<file path="src/rtl/core/dmts_pkg.sv">
// Dual motor turn sequencer: shared types, command and motion codes,
// and the pin pattern table. No dependencies.
`default_nettype none

package dmts_pkg;

  // Command codes on the input channel
  localparam logic [2:0] CMD_TICK      = 3'd0;
  localparam logic [2:0] CMD_FORWARD   = 3'd1;
  localparam logic [2:0] CMD_BACKWARD  = 3'd2;
  localparam logic [2:0] CMD_HALT      = 3'd3;
  localparam logic [2:0] CMD_TURN_RT   = 3'd4;
  localparam logic [2:0] CMD_TURN_LT   = 3'd5;

  // Motion codes reported on the result channel
  localparam logic [2:0] MOT_FORWARD   = 3'd1;
  localparam logic [2:0] MOT_BACKWARD  = 3'd2;
  localparam logic [2:0] MOT_HALTED    = 3'd3;
  localparam logic [2:0] MOT_TURN_RT   = 3'd4;
  localparam logic [2:0] MOT_TURN_LT   = 3'd5;

  // Settle hold after reset, in ticks
  localparam logic [15:0] SETTLE_RESET = 16'd500;

  // Sequencer phase
  typedef enum logic [1:0] {
    PH_IDLE   = 2'd0,
    PH_TURN   = 2'd1,
    PH_SETTLE = 2'd2
  } phase_t;

  // One input item
  typedef struct packed {
    logic [2:0]  cmd;
    logic [15:0] turn_ticks;
  } item_t;

  // One result item; pins are {right_fwd, right_rev, left_fwd, left_rev}
  typedef struct packed {
    logic [3:0] pins;
    logic [2:0] motion;
    logic       ready;
    logic       rejected;
  } res_t;

  // Pin pattern for a motion code
  function automatic logic [3:0] pins_for(input logic [2:0] m);
    logic [3:0] p;
    case (m)
      MOT_FORWARD:  p = 4'b1010;
      MOT_BACKWARD: p = 4'b0101;
      MOT_TURN_RT:  p = 4'b1001;
      MOT_TURN_LT:  p = 4'b0110;
      default:      p = 4'b0000;
    endcase
    return p;
  endfunction

endpackage

`default_nettype wire

</file>
<file path="src/rtl/core/dmts_in_reg.sv">
// Dual motor turn sequencer: input register stage.
// Depends on dmts_pkg for the item type.
`default_nettype none

module dmts_in_reg
  import dmts_pkg::*;
(
  input  wire logic        clk,
  input  wire logic        rst_n,
  input  wire logic        in_valid,
  output      logic        in_stall,
  input  wire item_t       in_item,
  input  wire logic        adv,        // downstream takes the held item
  output      logic        hold_valid,
  output      item_t       hold_item
);

  logic  valid_r, valid_nxt;
  item_t item_r;
  logic  take;

  // Room when empty or when the held item moves on this cycle
  assign in_stall = valid_r && !adv;
  assign take     = in_valid && !in_stall;

  always_comb begin
    valid_nxt = valid_r;
    if (take) begin
      valid_nxt = 1'b1;
    end else if (adv) begin
      valid_nxt = 1'b0;
    end
  end

  always_ff @(posedge clk) begin
    if (!rst_n) begin
      valid_r <= 1'b0;
    end else begin
      valid_r <= valid_nxt;
    end
  end

  // Payload needs no reset
  always_ff @(posedge clk) begin
    if (take) begin
      item_r <= in_item;
    end
  end

  assign hold_valid = valid_r;
  assign hold_item  = item_r;

endmodule

`default_nettype wire

</file>
<file path="src/rtl/core/dmts_ctrl.sv">
// Dual motor turn sequencer: settle register, sequencer state and the
// per-item next-state logic. Depends on dmts_pkg.
`default_nettype none

module dmts_ctrl
  import dmts_pkg::*;
#(
  parameter int COUNT_WIDTH = 16
) (
  input  wire logic        clk,
  input  wire logic        rst_n,
  input  wire logic        cfg_we,
  input  wire logic [15:0] cfg_wdata,
  input  wire logic        go,         // apply item this cycle
  input  wire item_t       item,
  output      res_t        res         // state after the item
);

  localparam int EXT_W = (COUNT_WIDTH > 16) ? COUNT_WIDTH : 16;
  localparam logic [EXT_W-1:0] CNT_MAX_EXT = EXT_W'({COUNT_WIDTH{1'b1}});

  logic [15:0]            settle_r;
  phase_t                 phase_r, phase_nxt;
  logic [COUNT_WIDTH-1:0] cnt_r, cnt_nxt;
  logic [2:0]             motion_r, motion_nxt;
  logic [2:0]             saved_r, saved_nxt;
  logic                   rej;

  logic [COUNT_WIDTH-1:0] settle_load, turn_load, cnt_dec;

  // Loaded counts saturate at the counter's top value
  function automatic logic [COUNT_WIDTH-1:0] sat(input logic [15:0] v);
    logic [EXT_W-1:0] e;
    e = EXT_W'(v);
    return (e > CNT_MAX_EXT) ? COUNT_WIDTH'(CNT_MAX_EXT) : e[COUNT_WIDTH-1:0];
  endfunction

  assign settle_load = sat(settle_r);
  assign turn_load   = sat(item.turn_ticks);
  assign cnt_dec     = (cnt_r != '0) ? cnt_r - 1'b1 : cnt_r;

  // Settle register
  always_ff @(posedge clk) begin
    if (!rst_n) begin
      settle_r <= SETTLE_RESET;
    end else if (cfg_we) begin
      settle_r <= cfg_wdata;
    end
  end

  // Next state
  always_comb begin
    phase_nxt  = phase_r;
    cnt_nxt    = cnt_r;
    motion_nxt = motion_r;
    saved_nxt  = saved_r;
    rej        = 1'b0;
    case (item.cmd)
      CMD_TICK: begin
        if (phase_r != PH_IDLE) begin
          cnt_nxt = cnt_dec;
          if (cnt_dec == '0) begin
            if (phase_r == PH_TURN) begin
              // turn done: restore saved action, then settle
              motion_nxt = saved_r;
              cnt_nxt    = settle_load;
              phase_nxt  = (settle_load == '0) ? PH_IDLE : PH_SETTLE;
            end else begin
              phase_nxt = PH_IDLE;
            end
          end
        end
      end
      CMD_FORWARD, CMD_BACKWARD, CMD_HALT: begin
        if (phase_r != PH_IDLE) begin
          rej = 1'b1;
        end else begin
          motion_nxt = item.cmd;
          cnt_nxt    = settle_load;
          phase_nxt  = (settle_load == '0) ? PH_IDLE : PH_SETTLE;
        end
      end
      CMD_TURN_RT, CMD_TURN_LT: begin
        if (phase_r != PH_IDLE) begin
          rej = 1'b1;
        end else begin
          saved_nxt = motion_r;
          if (turn_load == '0) begin
            // zero-length turn: ends at once, current action stays
            cnt_nxt   = settle_load;
            phase_nxt = (settle_load == '0) ? PH_IDLE : PH_SETTLE;
          end else begin
            motion_nxt = item.cmd;
            cnt_nxt    = turn_load;
            phase_nxt  = PH_TURN;
          end
        end
      end
      default: begin
        // unused codes leave everything alone
      end
    endcase
  end

  // Result outputs
  always_comb begin
    res.pins     = pins_for(motion_nxt);
    res.motion   = motion_nxt;
    res.ready    = (phase_nxt == PH_IDLE);
    res.rejected = rej;
  end

  // State registers
  always_ff @(posedge clk) begin
    if (!rst_n) begin
      phase_r  <= PH_IDLE;
      cnt_r    <= '0;
      motion_r <= MOT_HALTED;
      saved_r  <= MOT_HALTED;
    end else if (go) begin
      phase_r  <= phase_nxt;
      cnt_r    <= cnt_nxt;
      motion_r <= motion_nxt;
      saved_r  <= saved_nxt;
    end
  end

endmodule

`default_nettype wire

</file>
<file path="src/rtl/core/dual_motor_turn_sequencer_core.sv">
// Dual motor turn sequencer top level: input stage, sequencer, result register.
// Depends on dmts_pkg, dmts_in_reg and dmts_ctrl.
//
// Usage:
//   Input channel (in_valid/in_stall, in_cmd, in_turn_ticks) carries ticks and
//   commands; a transfer happens on a clock edge with valid high and stall low.
//   Every transfer produces exactly one result transfer on the output channel
//   (out_valid/out_stall) with the pin levels, current motion, ready flag and
//   reject flag as they stand after that item.
//   cfg_we/cfg_wdata write the settle hold length; write only while idle.
//   An item passes the input register, then the result register; out_valid then
//   rises and the result transfer can happen. Throughput: one item per cycle
//   while the receiver does not stall, set by the single sequencer state
//   update per item.
//   Reset (rst_n low, synchronous): both stages empty, motors halted with all
//   pins low, block ready, settle length 500 ticks.
//   When the receiver stalls, the result holds and the input register takes
//   one more item, after which in_stall rises until the result is taken.
`default_nettype none

module dual_motor_turn_sequencer_core
  import dmts_pkg::*;
#(
  parameter int COUNT_WIDTH = 16
) (
  input  wire logic        clk,
  input  wire logic        rst_n,
  // configuration
  input  wire logic        cfg_we,
  input  wire logic [15:0] cfg_wdata,
  // input channel
  input  wire logic        in_valid,
  output      logic        in_stall,
  input  wire logic [2:0]  in_cmd,
  input  wire logic [15:0] in_turn_ticks,
  // result channel
  output      logic        out_valid,
  input  wire logic        out_stall,
  output      logic        out_right_fwd,
  output      logic        out_right_rev,
  output      logic        out_left_fwd,
  output      logic        out_left_rev,
  output      logic [2:0]  out_motion,
  output      logic        out_ready_res,
  output      logic        out_rejected
);

  item_t in_item, hold_item;
  logic  hold_valid;
  logic  adv, go;
  res_t  res, res_r;
  logic  out_valid_r, out_valid_nxt;

  assign in_item.cmd        = in_cmd;
  assign in_item.turn_ticks = in_turn_ticks;

  // Result register is free when empty or being taken
  assign adv = !out_valid_r || !out_stall;
  assign go  = hold_valid && adv;

  dmts_in_reg u_in_reg (
    .clk        (clk),
    .rst_n      (rst_n),
    .in_valid   (in_valid),
    .in_stall   (in_stall),
    .in_item    (in_item),
    .adv        (adv),
    .hold_valid (hold_valid),
    .hold_item  (hold_item)
  );

  dmts_ctrl #(
    .COUNT_WIDTH (COUNT_WIDTH)
  ) u_ctrl (
    .clk       (clk),
    .rst_n     (rst_n),
    .cfg_we    (cfg_we),
    .cfg_wdata (cfg_wdata),
    .go        (go),
    .item      (hold_item),
    .res       (res)
  );

  // Result register
  assign out_valid_nxt = adv ? hold_valid : out_valid_r;

  always_ff @(posedge clk) begin
    if (!rst_n) begin
      out_valid_r <= 1'b0;
    end else begin
      out_valid_r <= out_valid_nxt;
    end
  end

  always_ff @(posedge clk) begin
    if (go) begin
      res_r <= res;
    end
  end

  assign out_valid     = out_valid_r;
  assign out_right_fwd = res_r.pins[3];
  assign out_right_rev = res_r.pins[2];
  assign out_left_fwd  = res_r.pins[1];
  assign out_left_rev  = res_r.pins[0];
  assign out_motion    = res_r.motion;
  assign out_ready_res = res_r.ready;
  assign out_rejected  = res_r.rejected;

endmodule

`default_nettype wire

</file>
<file path="config.mk">
export PLATFORM = sky130hd
export DESIGN_NAME = dual_motor_turn_sequencer_core
export DESIGN_NICKNAME = d
export VERILOG_FILES = /design/src/rtl/core/dmts_pkg.sv /design/src/rtl/core/dmts_in_reg.sv /design/src/rtl/core/dmts_ctrl.sv /design/src/rtl/core/dual_motor_turn_sequencer_core.sv
export SDC_FILE = /design/constraint.sdc
export NUM_CORES = 1
export LEC_CHECK = 0
export BUFFER_PORTS_ARGS = -buffer_cell sky130_fd_sc_hd__buf_2
export CAP_MARGIN = 10
export CORE_MARGIN = 2
export CORE_UTILIZATION = 43
export CTS_CLUSTER_SIZE = 12
export DETAILED_ROUTE_END_ITERATION = 8
export GPL_TIMING_DRIVEN = 0
export PLACE_DENSITY = 0.72
export SLEW_MARGIN = 10
export SYNTH_ARGS = -nofsm -noshare
export SYNTH_HDL_FRONTEND = slang
export SYNTH_SLANG_ARGS = --single-unit
</file>
<file path="constraint.sdc">
create_clock -name clk -period 5.85 [get_ports clk]
set_input_delay 0.585 -clock clk [delete_from_list [all_inputs] [get_ports clk]]
set_output_delay 0.585 -clock clk [all_outputs]
set_load 0.005 [all_outputs]
</file>
== Word level (Yosys, flattened, before mapping) ==
Index checks and enable logic that the tools add are counted.

* $add $sub $neg: 1
* Magnitude comparators: 2
* Eq/ne operators: 13
* Muxes and demuxes: 29
* Bitwise logic cells: 1
* Reduce and logical (&&, ||, !) cells: 22

{| class="wikitable"
|+ Operator list
! kind !! number
|-
| two-way mux 16 bit || 9
|-
| logical NOT 16 bit || 3
|-
| case mux 16 bit (3 select lines) || 1
|-
| > comparator 16 bit, second input constant || 2
|-
| two-way mux 3 bit || 6
|-
| case mux 4 bit (4 select lines) || 1
|-
| nonzero test 16 bit || 1
|-
| subtractor 16 x 1 -> 16 bit, second input constant || 1
|-
| two-way mux 2 bit || 7
|-
| == test 3 bit, second input constant || 4
|-
| == test 3 x 2 -> 1 bit, second input constant || 3
|-
| case mux 3 bit (3 select lines) || 1
|-
| == test 3 x 1 -> 1 bit, second input constant || 2
|-
| case mux 2 bit (3 select lines) || 1
|-
| AND reduction 5 bit || 1
|-
| OR reduction 5 bit || 1
|-
| logical NOT 1 bit || 4
|-
| != test 2 bit, second input constant || 2
|-
| nonzero test 2 bit || 2
|-
| logical AND 1 bit || 3
|-
| logical NOT 3 bit || 1
|-
| two-way mux 1 bit || 3
|-
| AND reduction 3 bit || 1
|-
| nonzero test 3 bit || 1
|-
| 7 further kinds || 7
|}

* Bits in registers: 70
* Output and inout bits: 11
* Word-level logic and storage cells: 81

== Logic depth before layout (Yosys ltp) ==
* Word-level depth: 9
* Mapped depth: 13
* Depth with buffers taken out: 12

== By module ==
A second synthesis with hierarchy kept.

* Cells, all modules: 388
* Area total of the unflattened synthesis: 3644.7 µm²

{| class="wikitable"
|+ Modules (own cells, without submodules)
! module !! instances !! cells an instance !! area each (µm²) !! seq. area each (µm²)
|-
| dmts_ctrl || 1 || 351 || 2715.1 || 800.8
|-
| dmts_in_reg || 1 || 23 || 618.1 || 590.6
|-
| dual_motor_turn_sequencer_core || 1 || 14 || 311.5 || 290.3
|}

== Least setup slack after synthesis ==
Ideal clock, no wire load.

* Kind: reg2reg
* Start point: register u_ctrl.cnt_r[0]
* End point: register res_r (netlist bit out_left_rev) (data pin)
* Library setup time: 0.256 ns
* Arrival time: 2.878 ns
* Data required time: 5.594 ns
* Setup slack: 2.716 ns
* Cell stages (with the launch flop): 13
* Cell sequence: dfxtp_1 inv_1 ha_1 nor4b_2 nand4_4 or3_4 a2111oi_4 nand3_4 o41a_1 o21ai_4 inv_2 nand2b_4 a21oi_1

{| class="wikitable"
|+ RTL lines
! item !! RTL line !! source
|-
| start: declaration || dmts_ctrl.sv:24 || <nowiki>logic [COUNT_WIDTH-1:0] cnt_r, cnt_nxt;</nowiki>
|-
| start signal: assignment || dmts_ctrl.sv:122 || <nowiki>cnt_r <= cnt_nxt;</nowiki>
|-
| end signal: assignment || dual_motor_turn_sequencer_core.sv:97 || <nowiki>res_r <= res;</nowiki>
|-
| end: declaration || dual_motor_turn_sequencer_core.sv:51 || <nowiki>res_t res, res_r;</nowiki>
|}

== Worst setup path after layout ==
* Start point: register u_ctrl.cnt_r[0]
* End point: register u_ctrl.cnt_r[8]

* Word-level cells in the longest chain between the ends: 6
* Elaborated cells on any way between the ends: 8

{| class="wikitable"
|+ Ends and longest elaborated chain
! item !! RTL line !! source
|-
| subtractor 16 x 1 -> 16 bit or nonzero test 16 bit (tied branches) || dmts_ctrl.sv:40 || <nowiki>assign cnt_dec = (cnt_r != '0) ? cnt_r - 1'b1 : cnt_r;</nowiki>
|-
| two-way mux 16 bit (*) || dmts_ctrl.sv:40 ||
|-
| logical NOT 16 bit or two-way mux 16 bit (tied branches) || dmts_ctrl.sv:62, dmts_ctrl.sv:63 ||
|-
| two-way mux 16 bit (*) || dmts_ctrl.sv:62 || <nowiki>if (cnt_dec == '0) begin</nowiki>
|-
| two-way mux 16 bit (*) || dmts_ctrl.sv:60 || <nowiki>if (phase_r != PH_IDLE) begin</nowiki>
|-
| case mux 16 bit (3 select lines) (*) || dmts_ctrl.sv:58 || <nowiki>case (item.cmd)</nowiki>
|}

Mark *: on every way between the ends. The rest lies on a longest branch, timed or not. The select of a mux whose other input is x is not followed.
A chain may end at the register's enable or synchronous reset.

==> qor.txt <==
GPL Wtd Cong -> 1.05
Die Y-Extent -> 96.4 um
Util after Layout -> 51.2%
Arrival @ worst endpoint -> 4.04 ns
Worst-path fanout max -> 9
Initial antenna violation count -> 0
TritonCTS clock tree -> built
Min Clock Period, post-route -> 3.81 ns
WL final -> 8.93 mm
Pins over their slew limit -> 0
Critical path origin -> u_ctrl.cnt_r[0]
TritonRoute pass-1 iters -> 5
CP Cell Sequence -> inv_1 > ha_1 > or3b_2 > buf_2 > nor3_1 > or4_1 > a221oi_1 > nand2_1 > nor3_4 > nor2_2 > a221oi_1 > a21oi_1
N_diodes -> 0
DRC viols -> 0
CTS HTree Levels -> 3
Post-CTS Setup Inserts -> 0
# resized after CTS -> 0
Via count -> 3202
Worst path bufs/invs -> 2
Remaining global-route overflow -> 0
RSZ-0062 raised after global routing -> no
Tot GR Track Use -> 20.6%
Synth-to-layout area growth -> 15.1%
Critical Path Slowest Stage Cell -> or4_1
Post-synthesis instance area -> 0.00367 mm^2
Clock Sinks -> 70
PD cells -> 274 mW/mm^2
Critical path's top delay family -> simple AND/OR/NAND/NOR gates
Slew HR -> 42.5%
#FFs+latches synth -> 70
Critical path type -> reg2reg
Synth Flop Type -> dfxtp_1
First-pass GRT wire length -> 14.5 mm
Hold Crit Start -> in_turn_ticks[8]
Crit path top cell by count -> a221oi_1
CTS Root Cell -> clkbuf_8
Initial core utilization -> 44.4%
Avg WL per Cell -> 16.2 um
Startpoint types -> flop
Critical R2R Launch -> u_ctrl.cnt_r[0]
Setup_tns -> 0 ns
Max cap viols -> 0
EDFF count, synth -> 28
Clock-pin slew of the registers on the worst-case setup and hold paths -> 0.07 ns
Iteration-0 DRC Markers -> 246
Core Area -> 0.00826 mm^2
Maximum vdd drop -> 0.156 mV
Maximum clock insertion buffer count -> 2
HPWL Detailed -> 6.71 mm
Synthesized area per cell -> 9.63 um^2
Io pins -> 51
Full die area -> 0.00929 mm^2
PortBufs -> 49
Mapped Cells -> 381
CTS Hold Bufs -> 0
Max Clock Skew -> 0.0106 ns
Period utilization -> 65.2%
Register area share after synthesis -> 45.8%
Share of layout cells above drive strength 1 -> 20.4%
Most frequent cells in the layout -> buf_2 (51), dfxtp_1 (42), nand2_1 (34)
# rows -> 33
Die W -> 96.4 um
Crit. End Element -> flop
Worst path max stage delay -> 0.55 ns
Largest net degree at the start of global routing -> 20
ANT nets after route -> 0
Max Fclk -> 262 MHz
Min-delay worst type -> in2reg
Status -> finished, final reports clean
Synthesis warning total -> 0
Final setup violating endpoints -> 0
LEAKAGE -> 1.66 nW
Nets -> 483
Vias in the first global route -> 3002
Post-synth net total -> 422
CTS buffer count -> 9
Worst path required time -> 6.07 ns
Mean number of vias per cell -> 5.80
Ys async rst share -> 0%
Clock latency on the worst-skew pair -> 0.35 ns
Yosys cell types -> 65
Worst hold margin -> 0.401 ns
Commonest non-fill, non-tap cell in the layout -> buf_2
Tightest Pin Transition -> 0.855 ns
Final hold vios -> 0
==> flip-flops by register name, indices dropped and copies added, names as in the netlist <==
register / count
out_left_fwd: 1
out_left_rev: 1
out_motion: 3
out_ready_res: 1
out_rejected: 1
out_right_fwd: 1
out_right_rev: 1
out_valid: 1
u_ctrl.cnt_r: 16
u_ctrl.motion_r: 3
u_ctrl.phase_r: 2
u_ctrl.saved_r: 3
u_ctrl.settle_r: 16
u_in_reg.hold_item: 19
u_in_reg.hold_valid: 1
==> worst paths after layout <==
path                                 to  slack, ns  depth (start not counted)
setup / recovery        u_ctrl.cnt_r[8]       2.04                         12
hold / removal    u_in_reg.hold_item[8]       0.40                          1
setup reg to reg        u_ctrl.cnt_r[8]       2.04                         12
hold reg to reg      u_ctrl.motion_r[1]       0.50                          2
==> cell families after synthesis <==
kind of cell    after synthesis  synth area share [%]
simple gates                147                  23.4
xor+xnor                     10                  2.39
flops                        70                  45.8
buf+inv                      27                  3.03
fa+ha+maj                     1                 0.341
mux                          19                  5.18
compound gates              107                  19.8
==> Yosys cell counts, types with 6 or more instances <==
library cell / number / area share [%]
nand3_1: 6 / 0.82
a21oi_1: 28 / 3.8
nor3_1: 9 / 1.2
mux2i_1: 19 / 5.2
a221oi_1: 8 / 1.9
edfxtp_1: 28 / 23
inv_1: 9 / 0.92
clkbuf_1: 14 / 1.4
nor4_1: 12 / 2.0
nand2_1: 34 / 3.5
o21ai_0: 29 / 4.0
nor2_1: 26 / 2.7
nor2b_1: 18 / 3.1
dfxtp_1: 42 / 23
==> power by group <==
group / total, mW / internal, mW / leakage [nW] / switching (mW)
combinational: 0.256 / 0.108 / 0.972 / 0.148
sequential: 0.568 / 0.539 / 0.616 / 0.0288
clock: 0.336 / 0.153 / 0.0764 / 0.183
total: 1.16 / 0.799 / 1.66 / 0.360
==> area by class of cell <==
class                           count  area, um^2
Timing Repair Buffer               50         260
Tap cell                          105         131
Multi-Input combinational cell    284        1880
Clock inverter                      4        25.0
Sequential cell                    70        1680
Fill cell                         742        4030
Buffer                             17        73.8
Inverter                           10        37.5
Clock buffer                       12         135
==> stage by stage <==
| step | total power [mW] | instances | setup WS (ns) | area, um^2 |
|---|---|---|---|---|
| 2_1_floorplan | 0.762 | 381 | 2.72 | 3670 |
| 3_3_place_gp | 0.825 | 535 | 2.19 | 4050 |
| 3_5_place_dp | 0.830 | 536 | 2.19 | 4060 |
| 4_1_cts | 1.16 | 552 | 2.16 | 4220 |
| 5_1_grt | 1.22 | 552 | 1.84 | 4220 |
| 6_report | 1.16 | 552 | 2.04 | 4220 |
==> metal layers <==
metal	share of wire [%]	GRT usage, %	vias up
li1	-	-	1557
met1	43	26.4	1514
met2	49	33.4	110
met3	5.2	4.34	21
met4	3.0	9.74	0
met5	0	0	-
(Power assumes the default switching activity.)
